<file path="config.mk">
export PLATFORM = sky130hd
export DESIGN_NAME = scsu_text_encoder_unit
export DESIGN_NICKNAME = d
export VERILOG_FILES = /design/src/rtl/scsu_pkg.sv /design/src/rtl/scsu_front.sv /design/src/rtl/scsu_queue.sv /design/src/rtl/scsu_back.sv /design/src/rtl/scsu_text_encoder_unit.sv
export SDC_FILE = /design/constraint.sdc
export NUM_CORES = 1
export LEC_CHECK = 0
export ABC_AREA = 1
export BUFFER_PORTS_ARGS = -buffer_cell sky130_fd_sc_hd__buf_2
export CAP_MARGIN = 40
export CORE_MARGIN = 1
export CORE_UTILIZATION = 63
export DETAILED_ROUTE_END_ITERATION = 12
export GPL_ROUTABILITY_DRIVEN = 0
export PLACE_DENSITY = 0.8
export SLEW_MARGIN = 20
export SYNTH_ARGS = -nofsm -noshare
export SYNTH_HDL_FRONTEND = slang
export SYNTH_SLANG_ARGS = --single-unit
export TNS_END_PERCENT = 20
</file>
<file path="constraint.sdc">
create_clock -name clk -period 2.75 [get_ports clk]
set_input_delay 0.4125 -clock clk [delete_from_list [all_inputs] [get_ports clk]]
set_output_delay 0.4125 -clock clk [all_outputs]
set_load 0.01 [all_outputs]
</file>
<file path="src/rtl/scsu_pkg.sv">
// Shared constants and types of the SCSU text encoder.
package scsu_pkg;

    localparam int QUEUE_DEPTH = 4;

    // SCSU tag bytes.
    localparam logic [7:0] TAG_SQ0 = 8'h01;
    localparam logic [7:0] TAG_SQU = 8'h0E;
    localparam logic [7:0] TAG_SCU = 8'h0F;
    localparam logic [7:0] TAG_SC0 = 8'h10;
    localparam logic [7:0] TAG_UC0 = 8'hE0;
    localparam logic [7:0] TAG_UQU = 8'hF0;

    // C0 codes that pass unquoted: NUL, TAB, LF, CR.
    localparam logic [31:0] PASS_MASK = 32'h0000_2601;

    localparam logic [15:0] BOM_CODE = 16'hFEFF;
    localparam logic [15:0] PUA_LOW  = 16'hE000;
    localparam logic [15:0] PUA_HIGH = 16'hF2FF;

    // Window offsets; element 0 is the rightmost entry.
    localparam logic [7:0][15:0] DYN_BASE = {
        16'hFF00, 16'h30A0, 16'h3040, 16'h0900,
        16'h0600, 16'h0400, 16'h00C0, 16'h0080
    };
    localparam logic [7:0][15:0] STAT_BASE = {
        16'h3000, 16'h2100, 16'h2080, 16'h2000,
        16'h0300, 16'h0100, 16'h0080, 16'h0000
    };

    // Encoded bytes of one code unit; last_idx is the number of bytes minus one.
    typedef struct packed {
        logic [3:0][7:0] bytes;
        logic [1:0]      last_idx;
    } scsu_rec_t;

    typedef struct packed {
        logic       unicode_mode;
        logic [2:0] active_window;
    } scsu_state_t;

endpackage

</file>
<file path="src/rtl/scsu_front.sv">
// Front end: classifies each code unit, builds its byte record and tracks the encoder state.
module scsu_front (
    input  logic                    clk,
    input  logic                    rst_n,
    input  logic [15:0]             code_unit,
    input  logic                    end_of_text,
    input  logic                    accept,
    output scsu_pkg::scsu_rec_t     rec,
    output scsu_pkg::scsu_state_t   state
);
    import scsu_pkg::*;

    logic            mode_reg, mode_next;
    logic [2:0]      win_reg, win_next;
    logic [7:0][15:0] ddiff, sdiff;
    logic [7:0]      dm, sm;
    logic [2:0]      dw, sw;
    logic            ascii, ascii_tag, priv;
    logic [7:0]      b_cur, b_dyn, b_stat, b_sc, b_sq, b_uc_cur, b_uc_new;
    logic [7:0]      hi, lo;

    always_comb
    begin
        for (int i = 0; i < 8; i++)
        begin
            ddiff[i] = code_unit - DYN_BASE[i];
            sdiff[i] = code_unit - STAT_BASE[i];
            dm[i]    = (ddiff[i][15:7] == 9'd0);
            sm[i]    = (sdiff[i][15:7] == 9'd0);
        end
        // First matching window wins.
        dw = 3'd0;
        sw = 3'd0;
        for (int i = 7; i >= 0; i--)
        begin
            if (dm[i])
            begin
                dw = 3'(i);
            end
            if (sm[i])
            begin
                sw = 3'(i);
            end
        end
    end

    assign ascii     = (code_unit[15:7] == 9'd0);
    assign ascii_tag = ascii && (code_unit[6:5] == 2'b00) && !PASS_MASK[code_unit[4:0]];
    assign priv      = (code_unit >= PUA_LOW) && (code_unit <= PUA_HIGH);
    assign hi        = code_unit[15:8];
    assign lo        = code_unit[7:0];
    assign b_cur     = {1'b1, ddiff[win_reg][6:0]};
    assign b_dyn     = {1'b1, ddiff[dw][6:0]};
    assign b_stat    = {1'b0, sdiff[sw][6:0]};
    assign b_sc      = TAG_SC0 + {5'd0, dw};
    assign b_sq      = TAG_SQ0 + {5'd0, sw};
    assign b_uc_cur  = TAG_UC0 + {5'd0, win_reg};
    assign b_uc_new  = TAG_UC0 + {5'd0, dw};

    always_comb
    begin
        rec       = '0;
        mode_next = mode_reg;
        win_next  = win_reg;
        if (!mode_reg)
        begin
            if (ascii)
            begin
                if (ascii_tag)
                begin
                    rec.bytes[0] = TAG_SQ0;
                    rec.bytes[1] = lo;
                    rec.last_idx = 2'd1;
                end
                else
                begin
                    rec.bytes[0] = lo;
                    rec.last_idx = 2'd0;
                end
            end
            else if (dm[win_reg])
            begin
                rec.bytes[0] = b_cur;
                rec.last_idx = 2'd0;
            end
            else if (|dm)
            begin
                rec.bytes[0] = b_sc;
                rec.bytes[1] = b_dyn;
                rec.last_idx = 2'd1;
                win_next     = dw;
            end
            else if (|sm)
            begin
                rec.bytes[0] = b_sq;
                rec.bytes[1] = b_stat;
                rec.last_idx = 2'd1;
            end
            else if (code_unit == BOM_CODE)
            begin
                rec.bytes[0] = TAG_SQU;
                rec.bytes[1] = hi;
                rec.bytes[2] = lo;
                rec.last_idx = 2'd2;
            end
            else
            begin
                mode_next    = 1'b1;
                rec.bytes[0] = TAG_SCU;
                if (priv)
                begin
                    rec.bytes[1] = TAG_UQU;
                    rec.bytes[2] = hi;
                    rec.bytes[3] = lo;
                    rec.last_idx = 2'd3;
                end
                else
                begin
                    rec.bytes[1] = hi;
                    rec.bytes[2] = lo;
                    rec.last_idx = 2'd2;
                end
            end
        end
        else
        begin
            if (ascii)
            begin
                mode_next    = 1'b0;
                rec.bytes[0] = b_uc_cur;
                if (ascii_tag)
                begin
                    rec.bytes[1] = TAG_SQ0;
                    rec.bytes[2] = lo;
                    rec.last_idx = 2'd2;
                end
                else
                begin
                    rec.bytes[1] = lo;
                    rec.last_idx = 2'd1;
                end
            end
            else if (|dm)
            begin
                mode_next    = 1'b0;
                win_next     = dw;
                rec.bytes[0] = b_uc_new;
                rec.bytes[1] = b_dyn;
                rec.last_idx = 2'd1;
            end
            else if (priv)
            begin
                rec.bytes[0] = TAG_UQU;
                rec.bytes[1] = hi;
                rec.bytes[2] = lo;
                rec.last_idx = 2'd2;
            end
            else
            begin
                rec.bytes[0] = hi;
                rec.bytes[1] = lo;
                rec.last_idx = 2'd1;
            end
        end
    end

    always_ff @(posedge clk or negedge rst_n)
    begin
        if (!rst_n)
        begin
            mode_reg <= 1'b0;
            win_reg  <= 3'd0;
        end
        else if (accept)
        begin
            if (end_of_text)
            begin
                mode_reg <= 1'b0;
                win_reg  <= 3'd0;
            end
            else
            begin
                mode_reg <= mode_next;
                win_reg  <= win_next;
            end
        end
    end

    assign state.unicode_mode  = mode_reg;
    assign state.active_window = win_reg;

endmodule

</file>
<file path="src/rtl/scsu_queue.sv">
// Short queue of byte records between the front end and the serializer.
module scsu_queue #(
    parameter int DEPTH = scsu_pkg::QUEUE_DEPTH
) (
    input  logic                clk,
    input  logic                rst_n,
    input  logic                push,
    input  scsu_pkg::scsu_rec_t wr_rec,
    input  logic                pop,
    output scsu_pkg::scsu_rec_t rd_rec,
    output logic                full,
    output logic                empty
);
    import scsu_pkg::*;

    localparam int PTR_W = (DEPTH > 1) ? $clog2(DEPTH) : 1;
    localparam int CNT_W = $clog2(DEPTH + 1);

    scsu_rec_t          store_reg [DEPTH];
    logic [PTR_W-1:0]   wr_ptr_reg, rd_ptr_reg;
    logic [CNT_W-1:0]   count_reg;

    function automatic logic [PTR_W-1:0] ptr_inc(input logic [PTR_W-1:0] p);
        logic [PTR_W-1:0] r;
        if (p == PTR_W'(DEPTH - 1))
        begin
            r = '0;
        end
        else
        begin
            r = p + 1'b1;
        end
        return r;
    endfunction

    assign full   = (count_reg == CNT_W'(DEPTH));
    assign empty  = (count_reg == '0);
    assign rd_rec = store_reg[rd_ptr_reg];

    always_ff @(posedge clk)
    begin
        if (push)
        begin
            store_reg[wr_ptr_reg] <= wr_rec;
        end
    end

    always_ff @(posedge clk or negedge rst_n)
    begin
        if (!rst_n)
        begin
            wr_ptr_reg <= '0;
            rd_ptr_reg <= '0;
            count_reg  <= '0;
        end
        else
        begin
            if (push)
            begin
                wr_ptr_reg <= ptr_inc(wr_ptr_reg);
            end
            if (pop)
            begin
                rd_ptr_reg <= ptr_inc(rd_ptr_reg);
            end
            if (push && !pop)
            begin
                count_reg <= count_reg + 1'b1;
            end
            else if (pop && !push)
            begin
                count_reg <= count_reg - 1'b1;
            end
        end
    end

endmodule

</file>
<file path="src/rtl/scsu_back.sv">
// Back end: sends the bytes of each queued record one per transfer through an output register.
module scsu_back (
    input  logic                clk,
    input  logic                rst_n,
    input  scsu_pkg::scsu_rec_t rd_rec,
    input  logic                empty,
    output logic                pop,
    output logic                out_valid,
    input  logic                out_ready,
    output logic [7:0]          out_byte,
    output logic                last_of_item
);
    import scsu_pkg::*;

    logic [1:0] idx_reg;
    logic       ovalid_reg;
    logic [7:0] obyte_reg;
    logic       olast_reg;
    logic       load, is_last;

    // The output register takes a new byte whenever a record is queued and the register is empty or being drained.
    assign load    = !empty && (!ovalid_reg || out_ready);
    assign is_last = (idx_reg == rd_rec.last_idx);
    assign pop     = load && is_last;

    always_ff @(posedge clk or negedge rst_n)
    begin
        if (!rst_n)
        begin
            idx_reg    <= 2'd0;
            ovalid_reg <= 1'b0;
        end
        else
        begin
            if (load)
            begin
                ovalid_reg <= 1'b1;
                idx_reg    <= is_last ? 2'd0 : idx_reg + 2'd1;
            end
            else if (out_ready)
            begin
                ovalid_reg <= 1'b0;
            end
        end
    end

    always_ff @(posedge clk)
    begin
        if (load)
        begin
            obyte_reg <= rd_rec.bytes[idx_reg];
            olast_reg <= is_last;
        end
    end

    assign out_valid    = ovalid_reg;
    assign out_byte     = obyte_reg;
    assign last_of_item = olast_reg;

endmodule

</file>
<file path="src/rtl/scsu_text_encoder_unit.sv">
// SCSU text encoder, top level.
// Each accepted UTF-16 code unit is encoded in the cycle it is taken and leaves as one to
// four SCSU bytes, one byte per output transfer, the final one marked by last_of_item.
// A code unit is accepted every cycle while the record queue (QDEPTH entries) has room, so
// sustained throughput is one code unit per cycle for text that encodes to one byte per unit
// while out_ready is high; in general the byte serializer sets the rate at one output byte
// per cycle while out_ready is high. The first byte of a unit passes the record queue and
// then the output register. Mode and window state reset after a unit flagged end_of_text.
module scsu_text_encoder_unit #(
    parameter int QDEPTH = scsu_pkg::QUEUE_DEPTH
) (
    input  logic        clk,
    input  logic        rst_n,
    input  logic        in_valid,
    output logic        in_ready,
    input  logic [15:0] code_unit,
    input  logic        end_of_text,
    output logic        out_valid,
    input  logic        out_ready,
    output logic [7:0]  out_byte,
    output logic        last_of_item
);
    import scsu_pkg::*;

    scsu_rec_t   front_rec, head_rec;
    scsu_state_t front_state;
    logic        accept, q_full, q_empty, q_pop;

    assign in_ready = !q_full;
    assign accept   = in_valid && in_ready;

    scsu_front u_front (
        .clk         (clk),
        .rst_n       (rst_n),
        .code_unit   (code_unit),
        .end_of_text (end_of_text),
        .accept      (accept),
        .rec         (front_rec),
        .state       (front_state)
    );

    scsu_queue #(
        .DEPTH (QDEPTH)
    ) u_queue (
        .clk    (clk),
        .rst_n  (rst_n),
        .push   (accept),
        .wr_rec (front_rec),
        .pop    (q_pop),
        .rd_rec (head_rec),
        .full   (q_full),
        .empty  (q_empty)
    );

    scsu_back u_back (
        .clk          (clk),
        .rst_n        (rst_n),
        .rd_rec       (head_rec),
        .empty        (q_empty),
        .pop          (q_pop),
        .out_valid    (out_valid),
        .out_ready    (out_ready),
        .out_byte     (out_byte),
        .last_of_item (last_of_item)
    );

    a_no_push_full: assert property (@(posedge clk) disable iff (!rst_n)
        accept |-> !q_full)
        else $error("record pushed into a full queue");

    a_no_pop_empty: assert property (@(posedge clk) disable iff (!rst_n)
        q_pop |-> !q_empty)
        else $error("record popped from an empty queue");

    a_end_resets_state: assert property (@(posedge clk) disable iff (!rst_n)
        (accept && end_of_text) |=>
            (!front_state.unicode_mode && (front_state.active_window == 3'd0)))
        else $error("encoder state not reset after end of text");

    a_last_pops: assert property (@(posedge clk) disable iff (!rst_n)
        q_pop |=> (out_valid && last_of_item))
        else $error("record retired without a final byte");

endmodule
</file>
# --- Word-level counts from Yosys, hierarchy flattened ---
# Memory sizes are Yosys's and may differ from the RTL's.
# Index checks and enable logic that the tools add are counted.
word_totals:
  output_inout_bits: 11
  elab_cells: 164
  in_bits: 21
  mem_count: 2
  reg_bits: 23
  ramBits: 136
  mem_bits_ro: 32
mem_list:
  columns: ["memory", "words", "word_bits", "read_ports", "rd_ports_with_merged_regs", "write_ports", "line", "source"]
  rows:
  - ["u_queue.store_reg", 4, 34, 1, 0, 1, "scsu_queue.sv:19", "scsu_rec_t store_reg [DEPTH];"]
  - ["(no name shown)", 32, 1, 1, 0, 0, "scsu_front.sv:48", "assign ascii_tag = ascii && (code_unit[6:5] == 2'b00) && !PASS_MASK[code_unit[4:0]];"]
classes:
  eq_ne: 7
  n_addsub: 23
  n_lt_le_gt_ge: 7
  reduce_logical: 37
  mux: 79
op_table:
  columns: ["operator", "count"]
  rows:
  - ["two-way mux 26 bit", 8]
  - ["binary-select mux 16 bit (select 3 bit)", 3]
  - ["logical NOT 9 bit", 15]
  - ["subtractor 16 x 14 -> 16 bit (second input constant)", 6]
  - ["two-way mux 18 bit", 5]
  - ["two-way mux 3 bit", 24]
  - ["two-way mux 16 bit", 4]
  - ["two-way mux 8 bit", 7]
  - ["subtractor 16 x 11 -> 16 bit (second input constant)", 2]
  - ["subtractor 16 x 8 -> 16 bit (second input constant)", 2]
  - ["two-way mux 24 bit", 1]
  - ["two-way mux 7 bit", 3]
  - ["two-way mux 10 bit", 2]
  - ["binary-select mux 8 bit (select 2 bit)", 1]
  - ["equality test 16 bit (second input constant)", 1]
  - [">= comparator 16 bit (second input constant)", 1]
  - ["less-or-equal comparator 16 bit (second input constant)", 1]
  - ["two-way mux 1 bit", 16]
  - ["OR reduction 8 bit", 2]
  - ["subtractor 16 x 10 -> 16 bit (second input constant)", 1]
  - ["subtractor 16 x 12 -> 16 bit (second input constant)", 1]
  - ["subtractor 16 bit (second input constant)", 1]
  - ["subtractor 16 x 9 -> 16 bit (second input constant)", 1]
  - ["adder 6 x 4 -> 7 bit (first input constant)", 2]
  - ["other kinds (22)", 43]

# --- Longest topological paths before layout ---
logic_depth:
  depth_word: 17
  ltp_mapped: 24
  mapped_depth_nobuf: 22

# --- Hierarchy ---
# A second synthesis with hierarchy kept.
hier_totals:
  hier_cells: 1189
  area_unflattened_um2: 10060.9
by_module_without_submodules:
  columns: ["module", "n_inst", "cells_per_inst", "area_each_um2"]
  rows:
  - ["scsu_queue", 1, 449, 5898.2]
  - ["scsu_front", 1, 656, 3424.5]
  - ["scsu_back", 1, 81, 724.4]
  - ["scsu_text_encoder_unit", 1, 3, 13.8]

# --- Least setup slack after synthesis ---
# No wires, ideal clock.
synth_path:
  path_type: "input -> register"
  start: "input port code_unit[6]"
  end: "memory u_queue.store_reg[0][16] (netlist name) (data pin)"
  arrival_time_ps: 2479
  setup_time_ps: 179
  path_stages: 21
  setup_slack_ps: 91
  cell_sequence: "buf_2 > inv_1 > buf_2 > ha_1 > inv_1 > nand2_1 > nand2_1 > o21ai_1 > nand2_1 > nand2_1 > nor2_1 > nand2_2 > nand2_2 > nor2_8 > nand2_8 > buf_6 > a21oi_1 > o21ai_1 > nand2_1 > nand2_1 > a21oi_1"
synth_lines:
  columns: ["element", "line", "source"]
  rows:
  - ["start: declaration", "scsu_text_encoder_unit.sv:16", "input logic [15:0] code_unit,"]
  - ["end: declaration", "scsu_queue.sv:19", null]

==> run metrics <==
H-tree levels=4; Synth Area per Inst=8.596 um^2; vias in the first global route=roughly 8600; first-pass GRT wire length=43.12 mm; worst slack at placement=-0.3596 ns; via count=approximately 8800; Detail Placement HPWL=roughly 19 mm; crit path max fanout=6; grt ovf=0; max cap viols=0; Crit Path Class=in -> reg; Yosys top cell by area=edfxtp_1; CP endpoint kind=register; R2R Path Start=u_queue.rd_ptr_reg[0]; pins over their slew limit=0; FMAX=374.1 MHz; Initial DRC Count=between 1000 and 1500; Hold Vio Cnt, Final=0; sw frac=37.06%; Non-Filler Instances=1438; Hold Startpoint=out_ready; fin area=11240 um^2; antenna viol nets, final=0; hold path cells=2; starting density of the core=65.05%; clock buffer depth=2; Clock power frac=22.9%; period utilization=97.21%; Worst-Margin Slew=~0.75 ns; Worst-path clk slew=0.06 ns; Synth top area share=between 40% and 50%; Post-Syn Area=9490 um^2; Die ar.=between 15000 and 20000 um^2; GRT Total Usage=between 30% and 40%; # IOs=32; final net count=roughly 1300; Die Span Y=124.7 um; RR Endpoint=u_queue.count_reg[2]; Lkg Pwr=4.875 nW; Worst Hold Class=in -> reg; most frequent cells in the layout=253 x nand2_1, 158 x nor2_1, 145 x edfxtp_1; synth unique cells=43; root buf cell=clkbuf_16; status=finished, final reports clean; synthesis-stage register bit count=159; Largest register FFs=approximately 140; CTS tree=built; Hold Path End=u_back.out_valid; Reg power frac=39.9%; area grow syn2layout=18.47%; initial antenna violation count=2; RSZ-0062 raised after global routing=true; worst path required time=3.05 ns; cts bufs inserted=17; reg2reg setup slack=0.28 ns; Worst Reg-to-Reg Cells=13; Placed Cells=1403; Area after DPL=10670 um^2; largest net degree at the start of global routing=51; Final setup viols=0; total wire length=27.09 mm; Warnings, synthesis=0; clk sinks=159; Total Neg Setup Slack=0 ns; critical path startpoint category=input port; commonest non-fill, non-tap cell in the layout=nand2_1; Die X=124.7 um; Pwr Total=0.009088 W; Comb power frac=37.3%; Slew headroom=49.88%; router iterations before antenna repair=7; CP Data Arrival Time=about 3.0 ns; fin crit period=2.673 ns; Seq/Total Area, Yosys=49.57%; wire per inst=18.84 um; via/cell ratio=between 6 and 7; Clk Latency, worst-skew pair=between 0.4 and 0.5 ns; fillers=approximately 1000; Post-Syn Instances=1104; core area=about 15000 um^2; final worst slack=approximately 0.077 ns; Internal=0.005719 W; layout cells sized above 1=21.25%; main area contributors after synthesis=edfxtp_1 46%, nand2_1 10%, nor2_1 6.4%, o21ai_0 5.5%, nand3_1 4.1%; Syn Nets=1153; Clock Skew=0.006669 ns; FP Rows=44; Power Density=just over 800 nW/um^2; Port Buffer Count=31; DR DRC count=0; peak supply drop=0.6526 mV; P_sw=0.003368 W
==> logic make-up after synthesis <==
group / Yosys count / synth area share, %
buffers and inverters: 145 / 6.658
adders and majority gates: 28 / 3.771
and+or+nand+nor: 557 / 26.29
AOI/OAI and AO/OA: 205 / 12.71
DFF: 159 / 49.57
xor gates and xnor gates: 10 / 1.002
==> synthesized netlist by cell type, drive strengths merged <==
| master | n |
|---|---|
| nand2 | 268 |
| nor2 | 177 |
| edfxtp | 145 |
| o21ai | 113 |
| inv | 93 |
| nand3 | 83 |
| clkbuf | 30 |
| a21oi | 27 |
| ha | 27 |
| o221ai | 23 |
| buf | 22 |
| o22ai | 17 |
| nand4 | 16 |
| o211ai | 16 |
| dfrtp | 14 |
| nor3 | 10 |
| xor2 | 9 |
| nand3b | 3 |
| o2111ai | 3 |
| a31oi | 2 |
| a21boi | 1 |
| a221oi | 1 |
| a22oi | 1 |
| fa | 1 |
| o31ai | 1 |
| xnor2 | 1 |
==> stage by stage <==
step	hold slack, ns	utilization, %
finish	0.1814	77.07
detailed placement	0.3436	73.14
global placement	0.3343	73.14
CTS	0.1735	76.84
floorplan	0.1169	-
global route	0.1761	77.05
==> worst max path at each step <==
| stage | depth (start not counted) | end | start | slack, ns |
|---|---|---|---|---|
| finish | 19 | u_queue.store_reg[2][6] | code_unit[10] | 0.08 |
| global route | 15 | u_queue.store_reg[1][30] | code_unit[11] | -0.02 |
| CTS | 17 | u_queue.store_reg[0][10] | code_unit[11] | 0.07 |
| detailed placement | 17 | u_queue.store_reg[2][10] | code_unit[11] | -0.36 |
| global placement | 17 | u_queue.store_reg[2][10] | code_unit[11] | -0.28 |
| floorplan | 21 | u_queue.store_reg[0][16] | code_unit[6] | 0.09 |
==> power by group through the flow <==
| stage | Clock, W | Sequential [W] | Combinational, W |
|---|---|---|---|
| floorplan | 0 | 0.00368 | 0.00207 |
| global placement | 0 | 0.00364 | 0.00317 |
| detailed placement | 0 | 0.00367 | 0.00330 |
| CTS | 0.00210 | 0.00362 | 0.00334 |
| global route | 0.00220 | 0.00367 | 0.00371 |
| finish | 0.00208 | 0.00362 | 0.00339 |
==> cell type report <==
| type | count | area [um^2] | share of cell area [%] |
|---|---|---|---|
| flip-flops and latches | 159 | 4706 | 41.85 |
| multi-input cells | 800 | 4213 | 37.47 |
| repair buffers | 168 | 1199 | 10.66 |
| clock buffers | 21 | 460.4 | 4.095 |
| inverters | 93 | 361.6 | 3.216 |
| well taps | 184 | 230.2 | 2.048 |
| clock inverters | 11 | 68.82 | 0.6121 |
| diodes | 2 | 5.005 | 0.04451 |
==> critical path, stage by stage <==
cell	delay, ns
buf_2	0.14
inv_4	0.05
ha_1	0.21
inv_1	0.15
nand2_1	0.10
nand2_1	0.11
nand2_1	0.14
nand2_1	0.10
nor2_1	0.04
nand4_1	0.20
nand3_2	0.14
inv_2	0.13
nand2_8	0.09
nor2_2	0.12
inv_1	0.07
nand2_1	0.19
o31ai_1	0.12
a31oi_1	0.26
buf_4	0.18
==> per-layer routing <==
layer | up-vias | global-route usage (%) | share of wire, %
met1 | 4012 | 43.33 | 37
met3 | 152 | 7.904 | 9.6
li1 | 4063 | - | -
met2 | 537 | 58.27 | 48
met5 | - | 0 | 0
met4 | 0 | 21.83 | 5.5
==> repair_timing <==
action                                 in CTS  in global routing
hold buffers                                1                  0
gates resized for setup                     0                  8
setup endpoints to repair                   0                124
endpoints found under the hold margin      14                  0
buffers inserted                            0                  0
Note: power is estimated with default switching activity, not from simulation.
